--- src/rtl/core/sts_pkg.sv ---
// ----------------------------------------------------------------------------
// sts_pkg: shared types and constants for the sorted table search
// Table geometry, operation codes, back end states and the command record
// that travels from the front end through the queue to the back end.
// ----------------------------------------------------------------------------
package sts_pkg;

  localparam int unsigned TableDepth = 1024;
  localparam int unsigned IdxW       = $clog2(TableDepth);
  localparam int unsigned CntW       = IdxW + 1;
  localparam int unsigned ValW       = 32;
  localparam int unsigned QDepth     = 2;
  localparam int unsigned QPtrW      = $clog2(QDepth);
  localparam int unsigned QCntW      = $clog2(QDepth + 1);

  typedef enum logic {
    OpWrite  = 1'b0,
    OpSearch = 1'b1
  } op_e;

  typedef enum logic {
    StIdle,
    StProbe
  } state_e;

  // One classified command: for a write, data is the entry value; for a
  // search, data is the key.
  typedef struct packed {
    op_e             op;
    logic [IdxW-1:0] index;
    logic [ValW-1:0] data;
  } cmd_t;

endpackage

--- src/rtl/core/sts_front.sv ---
// ----------------------------------------------------------------------------
// sts_front: input stage
// Accepts input beats, classifies them as write or search and holds one
// command until the queue takes it.
// ----------------------------------------------------------------------------
module sts_front import sts_pkg::*; (
  input  logic                   clk_i,
  input  logic                   rst_ni,
  input  logic                   in_valid_i,
  output logic                   in_ready_o,
  input  logic                   op_i,
  input  logic [IdxW-1:0]        entry_index_i,
  input  logic signed [ValW-1:0] entry_value_i,
  input  logic signed [ValW-1:0] search_key_i,
  output logic                   cmd_valid_o,
  input  logic                   cmd_ready_i,
  output cmd_t                   cmd_o
);

  logic vld_q, vld_d;
  cmd_t cmd_q, cmd_d;
  logic accept;

  assign in_ready_o  = !vld_q || cmd_ready_i;
  assign accept      = in_valid_i && in_ready_o;
  assign cmd_valid_o = vld_q;
  assign cmd_o       = cmd_q;

  always_comb begin
    cmd_d       = cmd_q;
    vld_d       = vld_q;
    cmd_d.op    = op_e'(op_i);
    cmd_d.index = entry_index_i;
    unique case (op_e'(op_i))
      OpWrite:  cmd_d.data = entry_value_i;
      OpSearch: cmd_d.data = search_key_i;
      default:  cmd_d.data = entry_value_i;
    endcase
    if (accept) begin
      vld_d = 1'b1;
    end else if (cmd_ready_i) begin
      vld_d = 1'b0;
    end
  end

  always_ff @(posedge clk_i or negedge rst_ni) begin
    if (!rst_ni) begin
      vld_q <= 1'b0;
    end else begin
      vld_q <= vld_d;
    end
  end

  // Payload holds unless a new beat lands.
  always_ff @(posedge clk_i) begin
    if (accept) begin
      cmd_q <= cmd_d;
    end
  end

endmodule

--- config.mk ---
export PLATFORM = sky130hd
export DESIGN_NAME = sts_front
export DESIGN_NICKNAME = d
export VERILOG_FILES = /design/src/rtl/core/sts_pkg.sv /design/src/rtl/core/sts_front.sv
export SDC_FILE = /design/constraint.sdc
export NUM_CORES = 1
export LEC_CHECK = 0
export BUFFER_PORTS_ARGS = -buffer_cell sky130_fd_sc_hd__buf_2
export CORE_ASPECT_RATIO = 1.75
export CORE_UTILIZATION = 41
export DETAILED_ROUTE_END_ITERATION = 16
export PLACE_DENSITY_LB_ADDON = 0.3
export SLEW_MARGIN = 20
export SYNTH_ARGS = -nofsm -noshare
export SYNTH_HDL_FRONTEND = slang
export SYNTH_SLANG_ARGS = --single-unit
--- constraint.sdc ---
create_clock -name clk_i -period 2.4 [get_ports clk_i]
set_input_delay 0.48 -clock clk_i [delete_from_list [all_inputs] [get_ports clk_i]]
set_output_delay 0.48 -clock clk_i [all_outputs]
set_load 0.1 [all_outputs]
* Word level (Yosys, flattened, before mapping)
Cells that the tools add are included.
** Storage, ports and cells
- Register bits after elaboration :: 44
- Latch bits :: 0
- Memory bits (writable) :: 0
- ROM bits :: 0
- Bits of input ports :: 79
- Output and inout bits :: 45
- Memories :: 0
** Cells by class
- Add/sub/neg operators :: 0
- $mul :: 0
- Divide/modulo/power cells :: 0
- $lt $le $gt $ge :: 0
- Eq/ne operators :: 0
- Shifts and indexed selects :: 0
- Muxes and demuxes :: 3
- Bitwise gates (word level) :: 1
- Reduce and logical (&&, ||, !) cells :: 4
** Operators by type and width (number)
- $pmux 32 s2 :: 1
- $mux 1 :: 2
- $reduce_bool 2->1 :: 1
- $logic_and 1x1->1 :: 1
- $logic_not 1->1 :: 1
- $logic_or 1x1->1 :: 1
- $not 1->1 :: 1

* Logic depth before layout (Yosys ltp)
- Depth after elaboration :: 4
- Gate-level depth with buffers :: 3
- Mapped depth without buffers :: 2

* Worst setup path after synthesis
Ideal clock, no wire load.
- Path kind :: flip-flop to flip-flop
- Start :: register vld_q, in the netlist cmd_valid_o
- End :: register cmd_q, in the netlist cmd_o[0] (enable)
- Arrival time :: 2.820 ns
- Data required time :: 1.996 ns
- Setup slack :: -0.825 ns
- Stages on the path, launching flop included :: 3
- Period minus slack after synthesis :: 3.225 ns
- Cell sequence :: dfrtp_1 nand2b_1 and2_1
** Between the ends
- Cells in the longest elaborated chain, start to end :: 3
** Ends and longest elaborated chain
- start: declaration :: RTL line sts_front.sv:20 : logic vld_q, vld_d;
- start signal: assignment :: RTL line sts_front.sv:50 : vld_q <= vld_d;
- $logic_not 1->1 :: RTL line sts_front.sv:24 : assign in_ready_o = !vld_q || cmd_ready_i;
- $logic_or 1x1->1 :: RTL line sts_front.sv:24
- net in_ready_o :: RTL line sts_front.sv:10 : output logic in_ready_o,
- $logic_and 1x1->1 :: RTL line sts_front.sv:25 : assign accept = in_valid_i && in_ready_o;
- net accept :: RTL line sts_front.sv:22 : logic accept;
- end signal: assignment :: RTL line sts_front.sv:57 : cmd_q <= cmd_d;
- end: declaration :: RTL line sts_front.sv:21 : cmd_t cmd_q, cmd_d;
The timed path passes the listed nets, and every way through them passes these cells.
A chain may end at the register's enable or synchronous reset.

* Worst setup path in the final report
- Start :: register vld_q, in the netlist cmd_valid_o
- End :: output port in_ready_o
** Between the ends
- Cells in the longest elaborated chain, start to end :: 2
** Ends and longest elaborated chain (RTL line)
- $logic_not 1->1 :: sts_front.sv:24
- $logic_or 1x1->1 :: sts_front.sv:24
- end: declaration :: sts_front.sv:10
Every way passes these cells.

==> results.json <==
{
  "track_usage_pct": 15.6,
  "clockBufferDepth": 2,
  "rows": 32,
  "htree_num_levels": 2,
  "clk_latency_ns": 0.29,
  "worst_r2r_path_depth": 2,
  "worstPathRequired_ns": 1.92,
  "maxCapViolCount": 0,
  "slew_headroom_pct": 34.8,
  "vias": 1213,
  "path_class": "flop to output port",
  "grt_pass1_vias": 1163,
  "wl_per_cell_um": 13.8,
  "vias_per_cell": 4.59,
  "clkSlewWorstSetupHoldPaths_ns": 0.08,
  "layout-drive-gt1-share_pct": 78.9,
  "syn-cell-area_mm2": 0.00188,
  "tns_ns": 0,
  "fin_cells": 264,
  "ir_drop_mv": 0.438,
  "core_mm2": 0.00440,
  "antennaDiodeCount": 0,
  "yosysWarnings": 0,
  "post-route-min-period_ns": 1.69,
  "p_leak_nw": 1.23,
  "drtAntennaViolNets": 0,
  "min_path_type": "input pin to flop",
  "syn_avg_cell_area_um2": 22.6,
  "slew_violations": 0,
  "cts_buffers": 5,
  "rsz0062_at_grt": "false",
  "synth.area.top_cells": "edfxtp_1, mux2_4, buf_12",
  "netlist.area_leader.share_pct": 68.7,
  "synth_cells": 83,
  "yosysSeqAreaShare_pct": 70.0,
  "place_congestion": 0.741,
  "cts_setup_buffers": 0,
  "end_kind": "output port",
  "hold_depth": 1,
  "power.density_mw_per_mm2": 740,
  "cts_sinks": 44,
  "critPathLaunchType": "flop",
  "setup_violations": 0,
  "post-route-period-util_pct": 70.3,
  "synth-seq-cells": 44,
  "met2_usage_pct": 26.5,
  "clockRootBuffer": "clkbuf_8",
  "gr-max-usage-layer": "met2",
  "grt_util_met1_pct": 16.6,
  "fp.dieH_um": 91.6,
  "grt_max_degree": 44,
  "status": "complete, no violations",
  "fill_cells": 381,
  "grt_pass1_wl_um": 5320,
  "antenna_found_initial": 0,
  "start_util_pct": 42.7,
  "ctsHoldBuffers": 1,
  "ios": 124,
  "cts_tree": "built",
  "totalWireLength_um": 3630,
  "io_buffers": 123,
  "yosys.area.top_type": "edfxtp_1",
  "r2r_setup_slack_ns": 0.72,
  "layout.nets": 291,
  "hold_ws_ns": 0.356,
  "fmax_mhz": 593,
  "cp_max_fo": 3,
  "placedCellCount": 255,
  "tightest_slew_ns": 0.977,
  "p_total_w": 0.00194,
  "ys_types": 8,
  "use_met3_pct": 4.69,
  "synth_fp_nets": 162,
  "critPathArrivalTime_ns": 1.21,
  "gr-total-overflow": 0,
  "drc_errors": 0,
  "finalHoldViolCount": 0,
  "hpwlAfterDp_um": 2740,
  "cts.repair.resized": 0,
  "area_growth_pct": 39.5,
  "firstDrtPassIters": 4,
  "fin_worst_skew_ns": 0.00593,
  "dieArea_mm2": 0.00487,
  "drt-initial-drc-count": 14,
  "die_w_um": 53.2
}
## synthesized netlist by cell type
cell,n
and2_1,1
edfxtp_1,43
nand2b_1,2
mux2_2,2
dfrtp_1,1
buf_12,3
buf_6,1
mux2_4,30
## report_power, final
part / internal, W / total (W) / switching (W) / leakage, nW
sequential: 0.000904 / 0.000914 / 0.0000101 / 0.419
clock: 0.000230 / 0.000472 / 0.000242 / 0.0510
combinational: 0.000141 / 0.000555 / 0.000414 / 0.764
total: 0.00127 / 0.00194 / 0.000666 / 1.23
## final cells by class
type | count | area, um^2 | area share [%]
Sequential cell | 44 | 1320 | 50.2
Clock buffer | 6 | 82.6 | 3.15
Tap cell | 51 | 63.8 | 2.43
Clock inverter | 2 | 10.0 | 0.382
Timing Repair Buffer | 126 | 653 | 24.9
Multi-Input combinational cell | 35 | 495 | 18.9
## cells by family after synthesis
group,count (synthesis),share of synthesized area [%]
and+or+nand+nor,3,0.999
muxes,32,25.2
buffers and inverters,4,3.80
DFF,44,70.0
## worst paths after layout
path,start,to
setup / recovery,cmd_valid_o$_DFFE_PN0P_,in_ready_o
hold / removal,entry_index_i[2],cmd_o[34]$_DFFE_PP_
setup reg to reg,cmd_valid_o$_DFFE_PN0P_,cmd_o[13]$_DFFE_PP_
hold reg to reg,cmd_valid_o$_DFFE_PN0P_,cmd_valid_o$_DFFE_PN0P_
max in group asynchronous,rst_ni,cmd_valid_o$_DFFE_PN0P_
min in group asynchronous,rst_ni,cmd_valid_o$_DFFE_PN0P_
## per-layer routing
metal	vias to the layer above	routed length (um)
met4	0	65
li1	577	-
met2	73	1910
met3	6	321
met1	557	1340
met5	-	0
## stage by stage
step           worst slack [ns]  util (%)  instance area (um^2)
3_5_place_dp              0.503      57.2                  2520
4_1_cts                   0.683      59.5                  2620
3_3_place_gp              0.552      57.2                  2520
2_1_floorplan             0.191         -                  1880
6_report                  0.713      59.5                  2620
5_1_grt                   0.612      59.5                  2620
## sequential cells by signal, indices dropped and copies added, names as in the netlist
| register | flops |
|---|---|
| cmd_valid_o | 1 |
| cmd_o | 43 |
## cells in the final DEF (no fill, tap or decap)
cell type and n:
and2_2 1, buf_12 1, buf_2 123, buf_4 1, clkbuf_8 6, clkinv_2 2, dfrtp_2 1, dlygate4sd3_1 1
edfxtp_1 43, mux2_2 2, mux2_4 30, nand2b_1 1, nand2b_2 1
## worst max-delay path, cell delays in order, from the launching register on
cell and delay (ns):
dfrtp_2 0.41, nand2b_2 0.08, buf_2 0.42
No activity file was read; power rests on OpenSTA's default activity.
