===== config.mk =====
export PLATFORM = sky130hd
export DESIGN_NAME = sts_queue
export DESIGN_NICKNAME = d
export VERILOG_FILES = /design/src/rtl/core/sts_pkg.sv /design/src/rtl/core/sts_queue.sv
export SDC_FILE = /design/constraint.sdc
export NUM_CORES = 1
export LEC_CHECK = 0
export ABC_AREA = 0
export BUFFER_PORTS_ARGS = -buffer_cell sky130_fd_sc_hd__buf_2
export CAP_MARGIN = 20
export CORE_ASPECT_RATIO = 1.4
export CORE_MARGIN = 8
export CORE_UTILIZATION = 52
export CTS_CLUSTER_DIAMETER = 50
export DETAILED_ROUTE_END_ITERATION = 10
export GPL_TIMING_DRIVEN = 1
export PLACE_DENSITY = 0.79
export SYNTH_ARGS = -nofsm -noshare
export SYNTH_HDL_FRONTEND = slang
export SYNTH_SLANG_ARGS = --single-unit
export TNS_END_PERCENT = 10

===== constraint.sdc =====
create_clock -name clk_i -period 3.5 [get_ports clk_i]
set_clock_uncertainty 0.2 [all_clocks]
set_input_delay 0.175 -clock clk_i [delete_from_list [all_inputs] [get_ports clk_i]]
set_output_delay 0.175 -clock clk_i [all_outputs]
set_load 0.005 [all_outputs]

===== src/rtl/core/sts_pkg.sv =====
// ----------------------------------------------------------------------------
// sts_pkg: shared types and constants for the sorted table search
// Table geometry, operation codes, back end states and the command record
// that travels from the front end through the queue to the back end.
// ----------------------------------------------------------------------------
package sts_pkg;

  localparam int unsigned TableDepth = 1024;
  localparam int unsigned IdxW       = $clog2(TableDepth);
  localparam int unsigned CntW       = IdxW + 1;
  localparam int unsigned ValW       = 32;
  localparam int unsigned QDepth     = 2;
  localparam int unsigned QPtrW      = $clog2(QDepth);
  localparam int unsigned QCntW      = $clog2(QDepth + 1);

  typedef enum logic {
    OpWrite  = 1'b0,
    OpSearch = 1'b1
  } op_e;

  typedef enum logic {
    StIdle,
    StProbe
  } state_e;

  // One classified command: for a write, data is the entry value; for a
  // search, data is the key.
  typedef struct packed {
    op_e             op;
    logic [IdxW-1:0] index;
    logic [ValW-1:0] data;
  } cmd_t;

endpackage


===== src/rtl/core/sts_queue.sv =====
// ----------------------------------------------------------------------------
// sts_queue: command queue
// Short first-in first-out queue that decouples the front end from the
// back end.
// ----------------------------------------------------------------------------
module sts_queue import sts_pkg::*; (
  input  logic clk_i,
  input  logic rst_ni,
  input  logic push_valid_i,
  output logic push_ready_o,
  input  cmd_t push_cmd_i,
  output logic pop_valid_o,
  input  logic pop_ready_i,
  output cmd_t pop_cmd_o
);

  cmd_t              slot_q [QDepth];
  logic [QPtrW-1:0]  wr_ptr_q, wr_ptr_d;
  logic [QPtrW-1:0]  rd_ptr_q, rd_ptr_d;
  logic [QCntW-1:0]  cnt_q, cnt_d;
  logic              push, pop;

  assign push_ready_o = cnt_q != QCntW'(QDepth);
  assign pop_valid_o  = cnt_q != '0;
  assign pop_cmd_o    = slot_q[rd_ptr_q];
  assign push         = push_valid_i && push_ready_o;
  assign pop          = pop_valid_o && pop_ready_i;

  always_comb begin
    wr_ptr_d = wr_ptr_q;
    rd_ptr_d = rd_ptr_q;
    cnt_d    = cnt_q;
    if (push) begin
      wr_ptr_d = (wr_ptr_q == QPtrW'(QDepth - 1)) ? '0 : wr_ptr_q + 1'b1;
    end
    if (pop) begin
      rd_ptr_d = (rd_ptr_q == QPtrW'(QDepth - 1)) ? '0 : rd_ptr_q + 1'b1;
    end
    priority if (push && !pop) begin
      cnt_d = cnt_q + 1'b1;
    end else if (pop && !push) begin
      cnt_d = cnt_q - 1'b1;
    end
  end

  always_ff @(posedge clk_i or negedge rst_ni) begin
    if (!rst_ni) begin
      wr_ptr_q <= '0;
      rd_ptr_q <= '0;
      cnt_q    <= '0;
    end else begin
      wr_ptr_q <= wr_ptr_d;
      rd_ptr_q <= rd_ptr_d;
      cnt_q    <= cnt_d;
    end
  end

  always_ff @(posedge clk_i) begin
    if (push) begin
      slot_q[wr_ptr_q] <= push_cmd_i;
    end
  end

endmodule


[After elaboration in Yosys (flattened, before gate mapping)]
Memory sizes are Yosys's and may differ from the RTL's.
Cells that the tools add are included.
Cells by class
  equal/unequal tests: 1
  $mul: 0
  bitwise gates (word level): 0
  order comparisons: 0
  $add $sub $neg: 4
  div/mod/pow operators: 0
  shift operators: 0
  reductions and logical operators: 8
  multiplexer cells: 6
Operators by type and width (number)
  1-bit logical AND: 4
  1-bit 2-to-1 mux: 4
  2-bit 2-to-1 mux: 2
  2-bit nonzero test: 2
  1-bit adder (second input constant): 2
  2-bit by 1-bit adder with 2-bit output (second input constant): 1
  1-bit zero test: 2
  2-bit inequality test (second input constant): 1
  2-bit by 1-bit subtractor with 2-bit output (second input constant): 1
Word-level totals
  input bits: 47
  latch bits: 0
  word-level logic and storage cells: 23
  bits in writable memories: 86
  memory bits (read-only): 0
  memories kept: 1
  output and inout port bits: 45
  register bits: 4
Memory list
  slot_q: depth 2, bits a word 43, read ports 1, clocked after Yosys merged registers in 0, wr ports 1, line sts_queue.sv:17  | cmd_t slot_q [QDepth];

[Longest topological paths before layout]
  depth after elaboration: 6
  mapped depth: 7
  depth with buffers taken out: 7

[Worst setup path before layout]
OpenSTA, ideal clock, no wires.
  path kind: flip-flop to flip-flop
  start point: reg cnt_q[0]
  end point: mem slot_q[0][0] (netlist bit) (enable)
  period minus slack after synthesis: 3.102 ns
  data arrival time: 2.458 ns
  setup time: 0.443 ns
  data required time: 2.857 ns
  buffers on the path: 0
  stages on the path, launching flop included: 4
  setup slack: 0.398 ns
  path through: dfrtp_1 > nand2b_1 > nand2_1 > nor2_1
Between the ends
  word-level cells in the longest chain between the ends: 4
Ends and longest elaborated chain
  from (decl): line sts_queue.sv:20  | logic [QCntW-1:0] cnt_q, cnt_d;
  from (signal assigned): line sts_queue.sv:54  | cnt_q <= cnt_d;
  2-bit inequality test: line sts_queue.sv:23  | assign push_ready_o = cnt_q != QCntW'(QDepth);
  named net push_ready_o: line sts_queue.sv:10  | output logic push_ready_o,
  1-bit logical AND: line sts_queue.sv:26  | assign push = push_valid_i && push_ready_o;
  1-bit 2-to-1 mux: line sts_queue.sv:59  | if (push) begin
  1-bit 2-to-1 mux (not written as such): line sts_queue.sv:60  | slot_q[wr_ptr_q] <= push_cmd_i;
  to (decl): line sts_queue.sv:17
The timed path passes the listed nets, and every way through them passes these cells.

[Final worst setup path]
  start point: reg cnt_q[0]
  end point: mem slot_q[0][40] (netlist bit) (enable)
Between the ends
  word-level cells in the longest chain between the ends: 4
Ends and longest elaborated chain (line)
  2-bit inequality test: sts_queue.sv:23
  1-bit logical AND: sts_queue.sv:26
  1-bit 2-to-1 mux: sts_queue.sv:59
  1-bit 2-to-1 mux (not written as such): sts_queue.sv:60
Every way passes these cells.

==> flow_metrics.py <==
metrics = {
    "power_and_ir_drop": {
        "power_per_cell_area_mw_per_mm2": 709,
        "clkPwrFrac_pct": 17.6,
        "combinationalPowerShare_pct": 34.8,
        "peakVddDrop_mv": 0.522,
        "leakage_nw": 1.87,
        "netSwitchingPower_mw": 0.913,
        "power_frac_seq_pct": 47.6,
        "sw_frac_of_total_pct": 27.9,
        "p_int_mw": 2.35,
    },
    "detailed_routing": {
        "viasPerCell": 4.87,
        "num_vias": 1842,
        "drc": 0,
        "drt-pass1-iter-count": 4,
        "wl_per_cell_um": 18.0,
        "antenna_left": 0,
        "wirelength_mm": 6.82,
        "drtIter0Drc": 120,
    },
    "outcome": {
        "run_status": "finished, final reports clean",
    },
    "logic_synthesis": {
        "synth-seq-cells": 90,
        "synth_warnings": 0,
        "ys_types": 15,
        "yosys.area.top_type": "edfxtp_1",
        "synth_cells": 152,
        "synthTopCellsByArea": "edfxtp_1 (74%), mux2_4 (17%), dfrtp_1 (2.9%)",
        "synth_top_family_by_area": "multiplexers",
        "avgSynthCellArea_um2": 23.0,
        "syn_nets": 200,
        "ys_seq_area_share_pct": 76.7,
        "synth_xor_area_share_pct": 1.25,
        "synth_fa_ha_area_share_pct": 0.358,
        "synth_top_flop_cell": "edfxtp_1",
        "netlist.area_leader.share_pct": 73.8,
        "async_flop_share_pct": 4.44,
        "synth-edff-count": 86,
        "muxShareOfSynthArea_pct": 18.0,
        "synth_compound_area_share_pct": 0,
        "synth.cell_area_mm2": 0.00350,
        "yosys.area_share.simple_pct": 0.966,
    },
    "cells_and_area": {
        "multi_input_area_um2": 729,
        "final_cell_mix": "buf_2 (91), edfxtp_1 (86), dlygate4sd3_1 (46), mux2_4 (39), clkbuf_8 (9)",
        "mostFrequentLayoutCell": "buf_2",
        "fin_cells": 378,
        "nNetsFinal": 347,
        "drive_gt1_share_pct": 50.2,
        "area_delta_synth_final_pct": 31.8,
        "ff_latch_area_mm2": 0.00268,
        "fillers": 434,
    },
    "timing": {
        "finalCritPeriodShare_pct": 60.6,
        "setup_viol": 0,
        "timing.final.hold_violations": 0,
        "layout_min_cycle_time_ns": 2.12,
        "max-slew-margin-rel_pct": 33.1,
        "rsz0062_at_grt": "no",
        "timing.final.ws_setup_ns": 1.38,
        "slew_violations": 0,
        "fmax_mhz": 472,
        "hold_slack_ns": 0.0146,
        "setup_tns_ns": 0,
        "worst_slew_pin_slew_ns": 1.00,
    },
    "floorplan": {
        "start_util_pct": 53.3,
        "dieWidth_um": 85.3,
        "core_area_mm2": 0.00657,
        "boundaryPins": 92,
        "die_h_um": 113,
        "dieArea_mm2": 0.00965,
        "fp-row-count": 35,
    },
    "min_path": {
        "worst_hold_path_type": "in -> reg",
        "holdPathStages": 3,
        "hp-start": "push_valid_i",
    },
    "global_route": {
        "antenna_found_initial": 1,
        "overflow": 0,
        "grt_usage_pct": 14.5,
        "grt_first_pass_wirelength_mm": 10.5,
        "grt_pass1_vias": 2083,
        "grt_max_degree": 44,
    },
    "critical_path": {
        "cp-start-kind": "register",
        "r2r-start": "cnt_q[0]",
        "crit_fanout": 24,
        "cp_slowest_cell": "nor2_4",
        "worstSetupStartpoint": "cnt_q[0]",
        "crit_arrival_ns": 1.96,
        "end_kind": "register",
        "critical_path_class": "reg -> reg",
        "path_cells": "nand2b_1 -> nand2_1 -> nor2_4 -> buf_4",
        "max_stage_delay_ns": 0.58,
        "worstPathRequired_ns": 3.34,
        "rr_worst_depth": 4,
    },
    "placed_design": {
        "dpl.cell_count": 316,
        "post-place-ws_ns": 1.36,
        "io_buffers": 91,
        "globalplace.congestion": 0.720,
        "dpl.hpwl_mm": 4.29,
    },
    "clock_tree": {
        "clk_pin_slew_ns": 0.08,
        "ctsLongestPathBuffers": 2,
        "insertion_delay_ns": 0.34,
        "clock-root-buffer": "clkbuf_8",
        "cts_buffers": 9,
        "clkSinkCount": 90,
        "ctsResizeCount": 0,
        "h-tree-depth": 3,
        "cts_tree": "yes",
    },
    "run": {
        "drv_cap": 0,
    },
}
[logic make-up after synthesis]
kind of cell               after synthesis
buffers and inverters                    6
muxes                                   43
and+or+nand+nor                          7
DFF                                     90
adders and majority gates                1
xor gates and xnor gates                 5
[power groups by stage]
stage	sequential, mW	combinational [mW]	clock (mW)
finish	1.56	1.14	0.575
detailed placement	1.58	1.12	0
global placement	1.56	1.11	0
CTS	1.56	1.16	0.588
global route	1.58	1.23	0.625
floorplan	1.56	0.825	0
[stage by stage]
step                      instance area (um2)  power [mW]  util (%)
after floorplan                          3500        2.39         -
after global placement                   4000        2.67      60.8
after detailed placement                 4000        2.70      60.8
after CTS                                4610        3.31      70.1
after global routing                     4610        3.43      70.2
final                                    4610        3.27      70.2
[synth_stat cells (2+ instances only)]
library cell  number
xor2_1             2
nand2_1            2
nor2_1             2
buf_12             4
edfxtp_1          86
dfrtp_1            4
mux2_4            39
xnor2_1            3
mux2_2             4
[flip-flops by register name, summed over array words and instances, names as in the netlist]
name and cells:
wr_ptr_q 1, cnt_q 2, slot_q 86, rd_ptr_q 1
[path summary, 6_finish.rpt]
kind / slack (ns) / to
min: 0.01 / wr_ptr_q
min reg2reg: 0.30 / cnt_q[1]
max reg2reg: 1.38 / slot_q[0][40]
min in group asynchronous: 0.53 / cnt_q[0]
max: 1.38 / slot_q[0][40]
max in group asynchronous: 2.37 / rd_ptr_q
[final cells by class]
| class | count | share of cell area [%] |
|---|---|---|
| sequential | 90 | 58.2 |
| timing repair buffer | 141 | 20.5 |
| multi-input combinational | 56 | 15.8 |
| clock buffer | 11 | 2.85 |
| tap | 74 | 2.01 |
| clock inverter | 4 | 0.434 |
| inverter | 1 | 0.0814 |
| antenna | 1 | 0.0543 |
[critical path: cells and delay by family, from the launching register on]
| kind | cells | cell delay, ns |
|---|---|---|
| flip-flops | 1 | 0.42 |
| AND/OR/NAND/NOR | 3 | 0.87 |
| buffers and inverters | 1 | 0.33 |
[routing by layer]
metal	track usage [%]	share of wire [%]
met3	5.73	6.6
met5	0	0
met4	6.34	2.1
met2	26.6	56
met1	13.8	36
[what timing repair did]
item / CTS / global route
hold buffers: 46 / 0
endpoints found under the hold margin: 91 / 0
setup buffers: 0 / 0
Note: power is estimated with default switching activity, not from simulation.
